**config.mk**
```make
export PLATFORM = sky130hd
export DESIGN_NAME = integer_core_transform_4x4_top
export DESIGN_NICKNAME = d
export VERILOG_FILES = /design/src/rtl/ict_pkg.sv /design/src/rtl/integer_core_transform_4x4_top.sv
export SDC_FILE = /design/constraint.sdc
export NUM_CORES = 2
export LEC_CHECK = 0
export BUFFER_PORTS_ARGS = -buffer_cell sky130_fd_sc_hd__buf_2
export CAP_MARGIN = 15
export CORE_UTILIZATION = 55
export CTS_CLUSTER_SIZE = 16
export DETAILED_ROUTE_END_ITERATION = 6
export PLACE_DENSITY = 0.72
export SYNTH_ARGS = -nofsm -noshare
export SYNTH_HDL_FRONTEND = slang
export SYNTH_SLANG_ARGS = --single-unit
```
**constraint.sdc**
```tcl
create_clock -name i_clk -period 11.9 [get_ports i_clk]
set_input_delay 1.19 -clock i_clk [delete_from_list [all_inputs] [get_ports i_clk]]
set_output_delay 1.19 -clock i_clk [all_outputs]
set_load 0.03 [all_outputs]
```
**src/rtl/ict_pkg.sv**
```systemverilog
// shared constants and types of the 4x4 integer core transform
package ict_pkg;

    // default values of the top level parameters
    localparam int PIXEL_BITS_DEF      = 8;
    localparam int SCALE_FRAC_BITS_DEF = 16;

    // fixed field widths
    localparam int SCALE_W  = 16;
    localparam int COEF_W   = 11;
    localparam int COEF_MAX = 1023;
    localparam int COEF_MIN_MAG = 1024;

    // register map, word index taken from paddr[3:2]
    localparam logic [1:0] REG_SCALE_EE  = 2'd0;
    localparam logic [1:0] REG_SCALE_MIX = 2'd1;
    localparam logic [1:0] REG_SCALE_OO  = 2'd2;

    // scale reset values, q16
    localparam logic [SCALE_W-1:0] SCALE_EE_RST  = 16'd16384;
    localparam logic [SCALE_W-1:0] SCALE_MIX_RST = 16'd10361;
    localparam logic [SCALE_W-1:0] SCALE_OO_RST  = 16'd1638;

    // integer core matrix
    localparam logic signed [2:0] CORE_MAT [0:3][0:3] = '{
        '{ 3'sd1,  3'sd1,  3'sd1,  3'sd1},
        '{ 3'sd2,  3'sd1, -3'sd1, -3'sd2},
        '{ 3'sd1, -3'sd1, -3'sd1,  3'sd1},
        '{ 3'sd1, -3'sd2,  3'sd2, -3'sd1}
    };

    typedef enum logic [1:0] {
        S_COLLECT,
        S_ACCUM,
        S_SCALE
    } t_state;

endpackage

```
**src/rtl/integer_core_transform_4x4_top.sv**
```systemverilog
// top level of the 4x4 integer core transform with position post-scaling
//
// the block takes a 4x4 luma block one row of four samples per request and
// returns four rows of scaled coefficients W = C*X*C^T. each input row is
// run through the horizontal transform as it arrives and rows zero to two
// go into a three-entry row memory (one write port, one registered read
// port); the fourth row seeds a bank of sixteen accumulators directly. the
// vertical pass then reads the three stored rows back, one a cycle, and
// adds them into the accumulators. a single shared multiplier scales one
// coefficient a cycle, followed by a truncate-toward-zero and saturate
// stage, and holds while a finished row waits for a full output register;
// each finished row goes to an output register, so a row may wait there
// while the next one is formed. the fourth row starts the vertical pass
// and then the scale sweep; no input request is taken during that pass.
// scales are written through an apb-style port (word 0 even-even, 1 mixed,
// 2 odd-odd, q format with SCALE_FRAC_BITS fraction bits) and should only
// change while idle.
module integer_core_transform_4x4_top
    import ict_pkg::*;
#(
    parameter int PIXEL_BITS      = PIXEL_BITS_DEF,
    parameter int SCALE_FRAC_BITS = SCALE_FRAC_BITS_DEF
) (
    input  logic                     i_clk,
    input  logic                     i_rst_n,

    // input rows
    input  logic                     i_in_valid,
    output logic                     o_in_ready,
    input  logic [PIXEL_BITS-1:0]    i_sample_0,
    input  logic [PIXEL_BITS-1:0]    i_sample_1,
    input  logic [PIXEL_BITS-1:0]    i_sample_2,
    input  logic [PIXEL_BITS-1:0]    i_sample_3,

    // coefficient rows
    output logic                     o_out_valid,
    input  logic                     i_out_ready,
    output logic signed [COEF_W-1:0] o_coef_0,
    output logic signed [COEF_W-1:0] o_coef_1,
    output logic signed [COEF_W-1:0] o_coef_2,
    output logic signed [COEF_W-1:0] o_coef_3,
    output logic [1:0]               o_coef_row,
    output logic                     o_block_last,

    // configuration
    input  logic                     psel,
    input  logic                     penable,
    input  logic                     pwrite,
    input  logic [3:0]               paddr,
    input  logic [31:0]              pwdata,
    output logic [31:0]              prdata,
    output logic                     pready
);

    // horizontal result, full coefficient and magnitude, product widths
    localparam int H_W = PIXEL_BITS + 4;
    localparam int W_W = PIXEL_BITS + 7;
    localparam int M_W = W_W - 1;
    localparam int P_W = M_W + SCALE_W;

    // one constant-coefficient term: the core matrix holds only +-1 and +-2
    function automatic logic signed [W_W-1:0] f_term(
        input logic signed [2:0]     k,
        input logic signed [H_W-1:0] h
    );
        logic signed [W_W-1:0] e;
        logic signed [W_W-1:0] t;
        e = {{(W_W-H_W){h[H_W-1]}}, h};
        case (k)
            3'sd1:   t = e;
            -3'sd1:  t = -e;
            3'sd2:   t = e <<< 1;
            -3'sd2:  t = -(e <<< 1);
            default: t = '0;
        endcase
        return t;
    endfunction

    // ------------------------------------------------------------------
    // configuration registers
    // ------------------------------------------------------------------
    logic [SCALE_W-1:0] r_scale_ee;
    logic [SCALE_W-1:0] r_scale_mix;
    logic [SCALE_W-1:0] r_scale_oo;
    logic               cfg_wr;

    assign pready = 1'b1;
    assign cfg_wr = psel & penable & pwrite & pready;

    always_ff @(posedge i_clk) begin
        if (!i_rst_n) begin
            r_scale_ee  <= SCALE_EE_RST;
            r_scale_mix <= SCALE_MIX_RST;
            r_scale_oo  <= SCALE_OO_RST;
        end else if (cfg_wr) begin
            // word index three is not mapped and is dropped
            unique case (paddr[3:2])
                REG_SCALE_EE:  r_scale_ee  <= pwdata[SCALE_W-1:0];
                REG_SCALE_MIX: r_scale_mix <= pwdata[SCALE_W-1:0];
                REG_SCALE_OO:  r_scale_oo  <= pwdata[SCALE_W-1:0];
                default: ;
            endcase
        end
    end

    always_comb begin
        unique case (paddr[3:2])
            REG_SCALE_EE:  prdata = {{(32-SCALE_W){1'b0}}, r_scale_ee};
            REG_SCALE_MIX: prdata = {{(32-SCALE_W){1'b0}}, r_scale_mix};
            REG_SCALE_OO:  prdata = {{(32-SCALE_W){1'b0}}, r_scale_oo};
            default:       prdata = '0;
        endcase
    end

    // ------------------------------------------------------------------
    // control state
    // ------------------------------------------------------------------
    t_state       r_state;
    t_state       n_state;
    logic [1:0]   r_rows;        // rows of the current block taken so far
    logic [1:0]   r_k;           // next stored row to read, three when done
    logic         r_rd_vld;      // read data of row r_rd_k is in r_rd_data
    logic [1:0]   r_rd_k;
    logic [3:0]   r_idx;         // next coefficient to scale, row-major
    logic         r_issue_done;  // all sixteen coefficients issued
    logic         r_p_vld;       // product stage holds a coefficient
    logic [3:0]   r_p_idx;
    logic         r_p_neg;
    logic [P_W-1:0] r_prod;
    logic         r_out_vld;

    logic in_acc;
    logic last_row_acc;
    logic rd_issue;
    logic sc_issue;
    logic stall;
    logic row_done;

    assign o_in_ready   = (r_state == S_COLLECT);
    assign in_acc       = i_in_valid & o_in_ready;
    assign last_row_acc = in_acc && (r_rows == 2'd3);
    assign rd_issue     = (r_state == S_ACCUM) && (r_k != 2'd3);

    // a finished row can only move into the output register once it is free
    assign stall    = r_p_vld && (r_p_idx[1:0] == 2'd3) && r_out_vld && !i_out_ready;
    assign sc_issue = (r_state == S_SCALE) && !r_issue_done && !stall;
    assign row_done = r_p_vld && (r_p_idx[1:0] == 2'd3) && !stall;

    always_ff @(posedge i_clk) begin
        if (!i_rst_n) begin
            r_state <= S_COLLECT;
        end else begin
            r_state <= n_state;
        end
    end

    always_comb begin
        n_state = r_state;
        unique case (r_state)
            S_COLLECT: begin
                if (last_row_acc) n_state = S_ACCUM;
            end
            S_ACCUM: begin
                if (r_rd_vld && (r_rd_k == 2'd2)) n_state = S_SCALE;
            end
            S_SCALE: begin
                if (row_done && (r_p_idx == 4'hf)) n_state = S_COLLECT;
            end
            default: n_state = S_COLLECT;
        endcase
    end

    always_ff @(posedge i_clk) begin
        if (!i_rst_n) begin
            r_rows       <= '0;
            r_k          <= 2'd3;
            r_rd_vld     <= 1'b0;
            r_idx        <= '0;
            r_issue_done <= 1'b1;
            r_p_vld      <= 1'b0;
        end else begin
            if (in_acc) r_rows <= r_rows + 2'd1;

            // start of the vertical pass and of the scale sweep
            if (last_row_acc) begin
                r_k          <= '0;
                r_idx        <= '0;
                r_issue_done <= 1'b0;
            end else if (rd_issue) begin
                r_k <= r_k + 2'd1;
            end
            r_rd_vld <= rd_issue;

            if (sc_issue) begin
                r_idx <= r_idx + 4'd1;
                if (r_idx == 4'hf) r_issue_done <= 1'b1;
            end
            if (!stall) r_p_vld <= sc_issue;
        end
    end

    // ------------------------------------------------------------------
    // horizontal transform of the incoming row
    // ------------------------------------------------------------------
    logic signed [H_W-1:0] x [0:3];
    logic signed [H_W-1:0] h_in [0:3];

    assign x[0] = $signed({4'b0000, i_sample_0});
    assign x[1] = $signed({4'b0000, i_sample_1});
    assign x[2] = $signed({4'b0000, i_sample_2});
    assign x[3] = $signed({4'b0000, i_sample_3});

    assign h_in[0] = x[0] + x[1] + x[2] + x[3];
    assign h_in[1] = (x[0] <<< 1) + x[1] - x[2] - (x[3] <<< 1);
    assign h_in[2] = x[0] - x[1] - x[2] + x[3];
    assign h_in[3] = x[0] - (x[1] <<< 1) + (x[2] <<< 1) - x[3];

    // ------------------------------------------------------------------
    // row memory, rows zero to two of the horizontal result
    // ------------------------------------------------------------------
    logic [4*H_W-1:0] r_mem [0:2];
    logic [4*H_W-1:0] r_rd_data;

    always_ff @(posedge i_clk) begin
        if (in_acc && (r_rows != 2'd3)) begin
            r_mem[r_rows] <= {h_in[3], h_in[2], h_in[1], h_in[0]};
        end
        if (rd_issue) begin
            r_rd_data <= r_mem[r_k];
            r_rd_k    <= r_k;
        end
    end

    // ------------------------------------------------------------------
    // vertical pass: W[r][c] += C[r][k] * H[k][c]
    // ------------------------------------------------------------------
    logic signed [W_W-1:0] r_acc [0:3][0:3];
    logic signed [W_W-1:0] n_acc [0:3][0:3];
    logic signed [H_W-1:0] h_sel [0:3];
    logic [1:0]            k_sel;

    always_comb begin
        // the fourth row seeds the bank, stored rows add in afterward
        k_sel = last_row_acc ? 2'd3 : r_rd_k;
        for (int c = 0; c < 4; c++) begin
            h_sel[c] = last_row_acc ? h_in[c] : $signed(r_rd_data[c*H_W +: H_W]);
        end
        for (int r = 0; r < 4; r++) begin
            for (int c = 0; c < 4; c++) begin
                n_acc[r][c] = (last_row_acc ? '0 : r_acc[r][c])
                            + f_term(CORE_MAT[r][k_sel], h_sel[c]);
            end
        end
    end

    always_ff @(posedge i_clk) begin
        if (last_row_acc || r_rd_vld) begin
            r_acc <= n_acc;
        end
    end

    // ------------------------------------------------------------------
    // scale: one multiply a cycle unless held by a full output register, then truncate and saturate
    // ------------------------------------------------------------------
    logic signed [W_W-1:0] w_sel;
    logic signed [W_W-1:0] w_abs;
    logic [SCALE_W-1:0]    scl_sel;

    always_comb begin
        w_sel = r_acc[r_idx[3:2]][r_idx[1:0]];
        w_abs = w_sel[W_W-1] ? -w_sel : w_sel;
        case ({r_idx[2], r_idx[0]})
            2'b00:   scl_sel = r_scale_ee;
            2'b11:   scl_sel = r_scale_oo;
            default: scl_sel = r_scale_mix;
        endcase
    end

    always_ff @(posedge i_clk) begin
        if (sc_issue) begin
            r_prod  <= P_W'(w_abs[M_W-1:0]) * P_W'(scl_sel);
            r_p_neg <= w_sel[W_W-1];
            r_p_idx <= r_idx;
        end
    end

    logic [P_W-1:0]          q;
    logic [COEF_W:0]         q_neg;
    logic signed [COEF_W-1:0] sat;

    always_comb begin
        q     = r_prod >> SCALE_FRAC_BITS;
        q_neg = -q[COEF_W:0];
        if (!r_p_neg) begin
            sat = (q > P_W'(COEF_MAX)) ? COEF_W'(COEF_MAX) : $signed(q[COEF_W-1:0]);
        end else begin
            sat = (q > P_W'(COEF_MIN_MAG)) ? $signed(COEF_W'(COEF_MIN_MAG))
                                            : $signed(q_neg[COEF_W-1:0]);
        end
    end

    // ------------------------------------------------------------------
    // row assembly and output register
    // ------------------------------------------------------------------
    logic signed [COEF_W-1:0] r_stage [0:2];

    always_ff @(posedge i_clk) begin
        if (r_p_vld && (r_p_idx[1:0] != 2'd3)) begin
            r_stage[r_p_idx[1:0]] <= sat;
        end
        if (row_done) begin
            o_coef_0     <= r_stage[0];
            o_coef_1     <= r_stage[1];
            o_coef_2     <= r_stage[2];
            o_coef_3     <= sat;
            o_coef_row   <= r_p_idx[3:2];
            o_block_last <= (r_p_idx[3:2] == 2'd3);
        end
    end

    always_ff @(posedge i_clk) begin
        if (!i_rst_n) begin
            r_out_vld <= 1'b0;
        end else if (row_done) begin
            r_out_vld <= 1'b1;
        end else if (i_out_ready) begin
            r_out_vld <= 1'b0;
        end
    end

    assign o_out_valid = r_out_vld;

    // ------------------------------------------------------------------
    // checks
    // ------------------------------------------------------------------
    a_last_flag: assert property (@(posedge i_clk) disable iff (!i_rst_n)
        o_out_valid |-> (o_block_last == (o_coef_row == 2'd3)))
        else $error("block_last does not match coefficient row");

    a_no_input_in_pass: assert property (@(posedge i_clk) disable iff (!i_rst_n)
        (r_p_vld || r_rd_vld) |-> !o_in_ready)
        else $error("input taken while a block is in the transform pass");

    a_pass_start: assert property (@(posedge i_clk) disable iff (!i_rst_n)
        last_row_acc |=> (r_state == S_ACCUM) && (r_k == 2'd0))
        else $error("fourth row did not start the vertical pass");

    // a row leaves only once the sweep has moved on to the start of the next row
    a_row_order: assert property (@(posedge i_clk) disable iff (!i_rst_n)
        row_done |-> (r_issue_done || (r_idx[1:0] == 2'd0)))
        else $error("scale sweep out of order");

endmodule
```
==> Word level (Yosys, flattened, before mapping) <==
Memories as Yosys holds them, arrays and structs flattened. A register that Yosys moved wholly into a read port is not among the register bits.
Cells that the tools add are included.
{ "totals": {"output_inout_bits": 82, "rom_bits": 0, "ram_bits": 174, "memories": 2, "latchBits": 0, "reg_bits": 401} }
{ "classes": {"mul": 1, "mux": 78, "n_shift": 0, "div": 0, "magnitude_cmp": 5, "add_sub_neg": 41, "bitwise_logic": 6, "reduce_logical": 26, "n_eq_ne": 33} }
{ "memory_table": {"columns": ["name", "words", "word_bits", "rd", "rd_clocked_by_memory_dff", "write_ports", "line", "source"], "rows": [
  ["r_mem", 3, 47, 1, 1, 1, "integer_core_transform_4x4_top.sv:221", "logic [4*H_W-1:0] r_mem [0:2];"],
  ["r_stage", 3, 11, 3, 3, 1, "integer_core_transform_4x4_top.sv:305", "logic signed [COEF_W-1:0] r_stage [0:2];"]
]} }
{ "ops": {"columns": ["cell", "count"], "rows": [
  ["15-bit one-hot mux with 4 select lines", 16],
  ["15-bit two-way mux", 18],
  ["15-bit adder", 16],
  ["60-bit binary-select mux with 2-bit select", 1],
  ["60-bit two-way mux", 2],
  ["12-bit negator with 15-bit output", 4],
  ["13-bit negator with 15-bit output", 4],
  ["12-bit two-way mux", 4],
  ["16-bit one-hot mux with 3 select lines", 1],
  ["11-bit two-way mux", 3],
  ["16-bit one-hot mux with 2 select lines", 1],
  ["15-bit binary-select mux with 2-bit select", 1],
  ["14-bit by 16-bit multiplier with 30-bit output", 1],
  ["3-bit binary-select mux with 2-bit select", 4],
  ["3-bit == test (second input constant)", 8],
  ["3-bit two-way mux", 8],
  ["9-bit by 8-bit adder with 10-bit output", 2],
  ["2-bit == test (second input constant)", 7],
  ["14-bit by 10-bit greater-than comparator with 1-bit output (second input constant)", 1],
  ["14-bit by 11-bit greater-than comparator with 1-bit output (second input constant)", 1],
  ["14-bit two-way mux", 1],
  ["14-bit negator", 1],
  ["3-bit by 1-bit == test with 1-bit output (second input constant)", 4],
  ["3-bit by 2-bit == test with 1-bit output (second input constant)", 4],
  ["31 further kinds", 77]
]} }

==> Depth between registers and ports, before layout <==
{ "logic_depth": {"depth_word": 11, "ltp_mapped": 34, "ltp_nobuf": 31} }

==> Worst setup path before layout <==
Ideal clock, no wire load.
{ "synth_timing": {"kind": "input to register", "from": "input i_in_valid", "to": "register r_acc[0] (netlist name), enable pin", "arrival_time_ns": 7.011, "path_slack_ns": 3.027, "setup_time_ns": 1.862, "path_buffers": 7, "cell_stages": 9, "required_time_ns": 10.038, "path_cell_list": "nand4bb_1 -> clkbuf_1 -> clkbuf_1 -> buf_2 -> buf_2 -> clkbuf_1 -> clkbuf_1 -> clkbuf_1 -> nand2b_1"} }
{ "synth_via": {"elab_chain_len": 3} }
{ "synth_lines": {"columns": ["element", "line", "source"], "rows": [
  ["start, declared", "integer_core_transform_4x4_top.sv:28", "input logic i_in_valid,"],
  ["1-bit AND", "integer_core_transform_4x4_top.sv:140", "assign in_acc = i_in_valid & o_in_ready;"],
  ["1-bit logical AND", "integer_core_transform_4x4_top.sv:141", "assign last_row_acc = in_acc && (r_rows == 2'd3);"],
  ["1-bit logical OR", "integer_core_transform_4x4_top.sv:257", "if (last_row_acc || r_rd_vld) begin"],
  ["end signal, assigned", "integer_core_transform_4x4_top.sv:258", "r_acc <= n_acc;"],
  ["end, declared", "integer_core_transform_4x4_top.sv:237", "logic signed [W_W-1:0] r_acc [0:3][0:3];"]
]} }
Every way passes these cells.
A chain may end at the register's enable or synchronous reset.

==> Worst setup path in the final report <==
{ "layout_timing": {"from": "register r_idx[2]", "to": "register r_prod[24] (data pin)"} }
{ "layout_via": {"elab_chain_len": 10, "elab_cells_between_ends": 13, "cone_classes": "1 x add/sub; 1 x mul; 1 x eq/ne; 8 x mux; 1 x bitwise; 1 x reduce/logical"} }
{ "layout_lines": {"columns": ["element", "line", "source"], "rows": [
  ["start, declared", "integer_core_transform_4x4_top.sv:124", "logic [3:0] r_idx;"],
  ["start signal, assigned", "integer_core_transform_4x4_top.sv:195", "r_idx <= r_idx + 4'd1;"],
  ["2-bit NOT with 3-bit output (not written as such)", "integer_core_transform_4x4_top.sv:270", "w_sel = r_acc[r_idx[3:2]][r_idx[1:0]];"],
  ["60-bit binary-select mux with 2-bit select", "integer_core_transform_4x4_top.sv:270", null],
  ["60-bit two-way mux (not written as such) (2 in a row)", "integer_core_transform_4x4_top.sv:270", null],
  ["15-bit binary-select mux with 2-bit select", "integer_core_transform_4x4_top.sv:270", null],
  ["15-bit two-way mux (not written as such) (2 in a row)", "integer_core_transform_4x4_top.sv:270", null],
  ["14-bit negator", "integer_core_transform_4x4_top.sv:271", "w_abs = w_sel[W_W-1] ? -w_sel : w_sel;"],
  ["14-bit two-way mux", "integer_core_transform_4x4_top.sv:271", null],
  ["14-bit by 16-bit multiplier with 30-bit output *", "integer_core_transform_4x4_top.sv:281", "r_prod <= P_W'(w_abs[M_W-1:0]) * P_W'(scl_sel);"],
  ["end signal, assigned", "integer_core_transform_4x4_top.sv:281", null],
  ["end, declared", "integer_core_transform_4x4_top.sv:129", "logic [P_W-1:0] r_prod;"]
]} }
Every way passes the cells marked *; elsewhere a longest branch is shown, timed or not. The select of a mux whose other input is x is not followed.

==> out/metrics.cfg <==
[clocking]
clock-sinks=583
clk_path_buf_depth=3
cts.hold.buffers_added=0
worstSkewPairLatency_ns=0.62
cts_setup_buffers=0
cts_buffers=67
cts_resized=0
cts_tree=built
clock-root-buffer=clkbuf_16
cts_max_level=3
clkTransAtPathRegs_ns=0.06

[route]
num_vias=34200
viasPerCell=5.91
ant_nets=0
dr.pass1.iters=5
wl_mm=117
drc=0
wire_per_inst_um=20.3
drt_iter0_markers=2563

[placement]
place.gp.congestion=0.913
dpl_cell_area_sq_um=48500
place_inst=5668
dpl_worst_slack_ns=1.97
hpwl_mm=84.5
port-buffer-count=121

[floorplan]
initial_core_util_pct=55.6
die_w_um=293
die_y_um=293
num_io_pins=157
die_area_sq_um=85900
core.rowCount=106
fp.coreArea_sq_um=83800

[global_routing]
antenna_found_initial=0
first_global_vias=34200
grt_use_met3_pct=3.54
grt_max_degree=162
grt_pass1_wl_mm=185
grt-ovfl-total=0
grt_usage_pct=27.5
busiest_layer=met2
met1_usage_pct=34.5
met2_usage_pct=47.5

[sta]
setup_viol=0
period_share_pct=84.9
timing.setup.tns_ns=0
timing.slew.headroom_pct=15.8
maxSlewViolCount=0
finalClockSkew_ns=0.0149
setup_ws_ns=1.80
tightest_slew_ns=1.25
timing.final.hold_violations=0
fmax_ghz=0.0990
period_minus_slack_ns=10.10
rsz0062_at_grt=no

[synth]
synthFlopType=edfxtp_1
yosysWarningCount=0
synth_area_leaders=edfxtp_1 (34%), ha_1 (11%), fa_1 (9.6%), xnor2_1 (4.6%), nand2_1 (4.0%)
synth_common_cells=edfxtp_1 (521), nand2_1 (499), inv_1 (431)
syn_area_sq_um=46600
async_flop_share_pct=0
synth_edf_count=521
synth_area_per_cell_sq_um=10.3
yosysSeqAreaShare_pct=36.2
ys_ff_latch=583
synthCells=4526
ys_types=82
synth_top_cell_by_area=edfxtp_1
synth_top_area_share_pct=33.6
yosysMostFrequentCell=edfxtp_1

[setup_path]
cpMostUsedCell=fa_1
crit_path_start_kind=register
path_max_fanout=33
critPathSlowestCell=dfxtp_4
critical_path_class=reg2reg
setup.worst_path.end_class=register
crit_path_max_incr_delay_ns=0.79
required_ns=12.25
worstPathArrival_ns=10.45

[worst_hold_path]
hold_path.class=reg2reg

[finish]
fin_cells=5787
n_antenna_cell=0
final-seq-area_sq_um=16900
drive_gt1_share_pct=9.46
syn_to_final_growth_pct=8.69
layout.nets=5295
multi_input_area_sq_um=27500
fillerInstances=6900
design_area_sq_um=50700

[flow_run]
drv_cap=0

[power]
peakVddDrop_uv=147
leakagePower_nw=21.2
power_density_nw_per_um2=111
total_power_mw=5.65

[run_status]
status=completed

-- flip-flops by register name (all words and copies together) (netlist names), 4 cells and up --
signal	flops
o_coef_1	11
o_coef_2	11
r_mem	135
r_scale_oo	16
o_coef_3	11
r_scale_mix	16
r_p_idx	4
r_rd_data	45
r_acc	240
o_coef_0	11
r_stage	33
r_idx	4
r_scale_ee	16
r_prod	14
-- critical path, delay by kind of cell, from the launching register on --
kind	cells	cell delay, ns
adders and majority gates	7	3.13
buffers and inverters	4	0.64
and+or+nand+nor	4	1.02
AOI/OAI and AO/OA	8	2.36
xor gates and xnor gates	2	0.69
DFF	1	0.79
muxes	2	1.16
-- power breakdown --
part | total, mW | leakage [nW] | internal, mW | switching [mW]
combinational | 1.12 | 15.0 | 0.431 | 0.688
sequential | 2.45 | 5.21 | 2.42 | 0.0256
clock | 2.08 | 1.04 | 1.19 | 0.892
total | 5.65 | 21.2 | 4.04 | 1.61
-- cell usage in the layout (no fill, tap or decap), drive strengths merged, types with 10 or more instances in the layout --
cell and instances:
edfxtp 521, nand2 499, inv 443, ha 394
xnor2 247, and2 247, nor2 234, fa 223
o21ai 196, a21oi 185, buf 184, xor2 98
a21o 84, clkbuf 81, nor3 79, mux2i 76
mux4 68, a221o 67, dfxtp 62, nand3 54
o21bai 54, a21boi 53, nand2b 42, a22o 39
nor2b 38, o21a 30, a22oi 28, or3 28
a211oi 24, a31o 24, mux2 22, clkinv 21
a31oi 19, and3 19, conb 17, o41ai 11
o31ai 11, o311ai 10
-- area by class of cell --
class,instances,area share (%)
multi-input cells,3330,54.2
flip-flops and latches,583,33.3
inverters,437,3.24
clock inverters,38,0.825
repair buffers,184,2.15
clock buffers,81,3.43
well taps,1134,2.80
-- metrics by stage --
step	util (%)	hold WS (ns)
6_report	60.5	0.416
4_1_cts	60.5	0.416
2_1_floorplan	-	0.400
3_5_place_dp	57.9	0.405
5_1_grt	60.5	0.423
3_3_place_gp	57.9	0.401
-- per-layer routing --
layer,vias up,wire length [um],part of all wire (%)
li1,16100,-,-
met2,1105,57500,49
met5,-,0,0
met3,264,7160,6.1
met1,16700,47200,40
met4,0,5400,4.6
-- path summary, 6_finish.rpt --
check	startpoint	end	slack (ns)	cells after the start
max	r_idx[2]	r_prod[24]	1.80	27
min	r_stage[2][6]	o_coef_2[6]	0.42	0
max reg2reg	r_idx[2]	r_prod[24]	1.80	27
min reg2reg	r_stage[2][6]	o_coef_2[6]	0.42	0
-- kinds of logic after synthesis --
| kind of cell | share of synthesized area, % |
|---|---|
| simple gates | 13.2 |
| compound gates | 13.1 |
| buf+inv | 5.24 |
| fa+ha+maj | 20.1 |
| flops | 36.2 |
| xor+xnor | 6.67 |
| mux | 5.48 |
| other cells | 0.0161 |
Note: power is estimated with default switching activity, not from simulation.
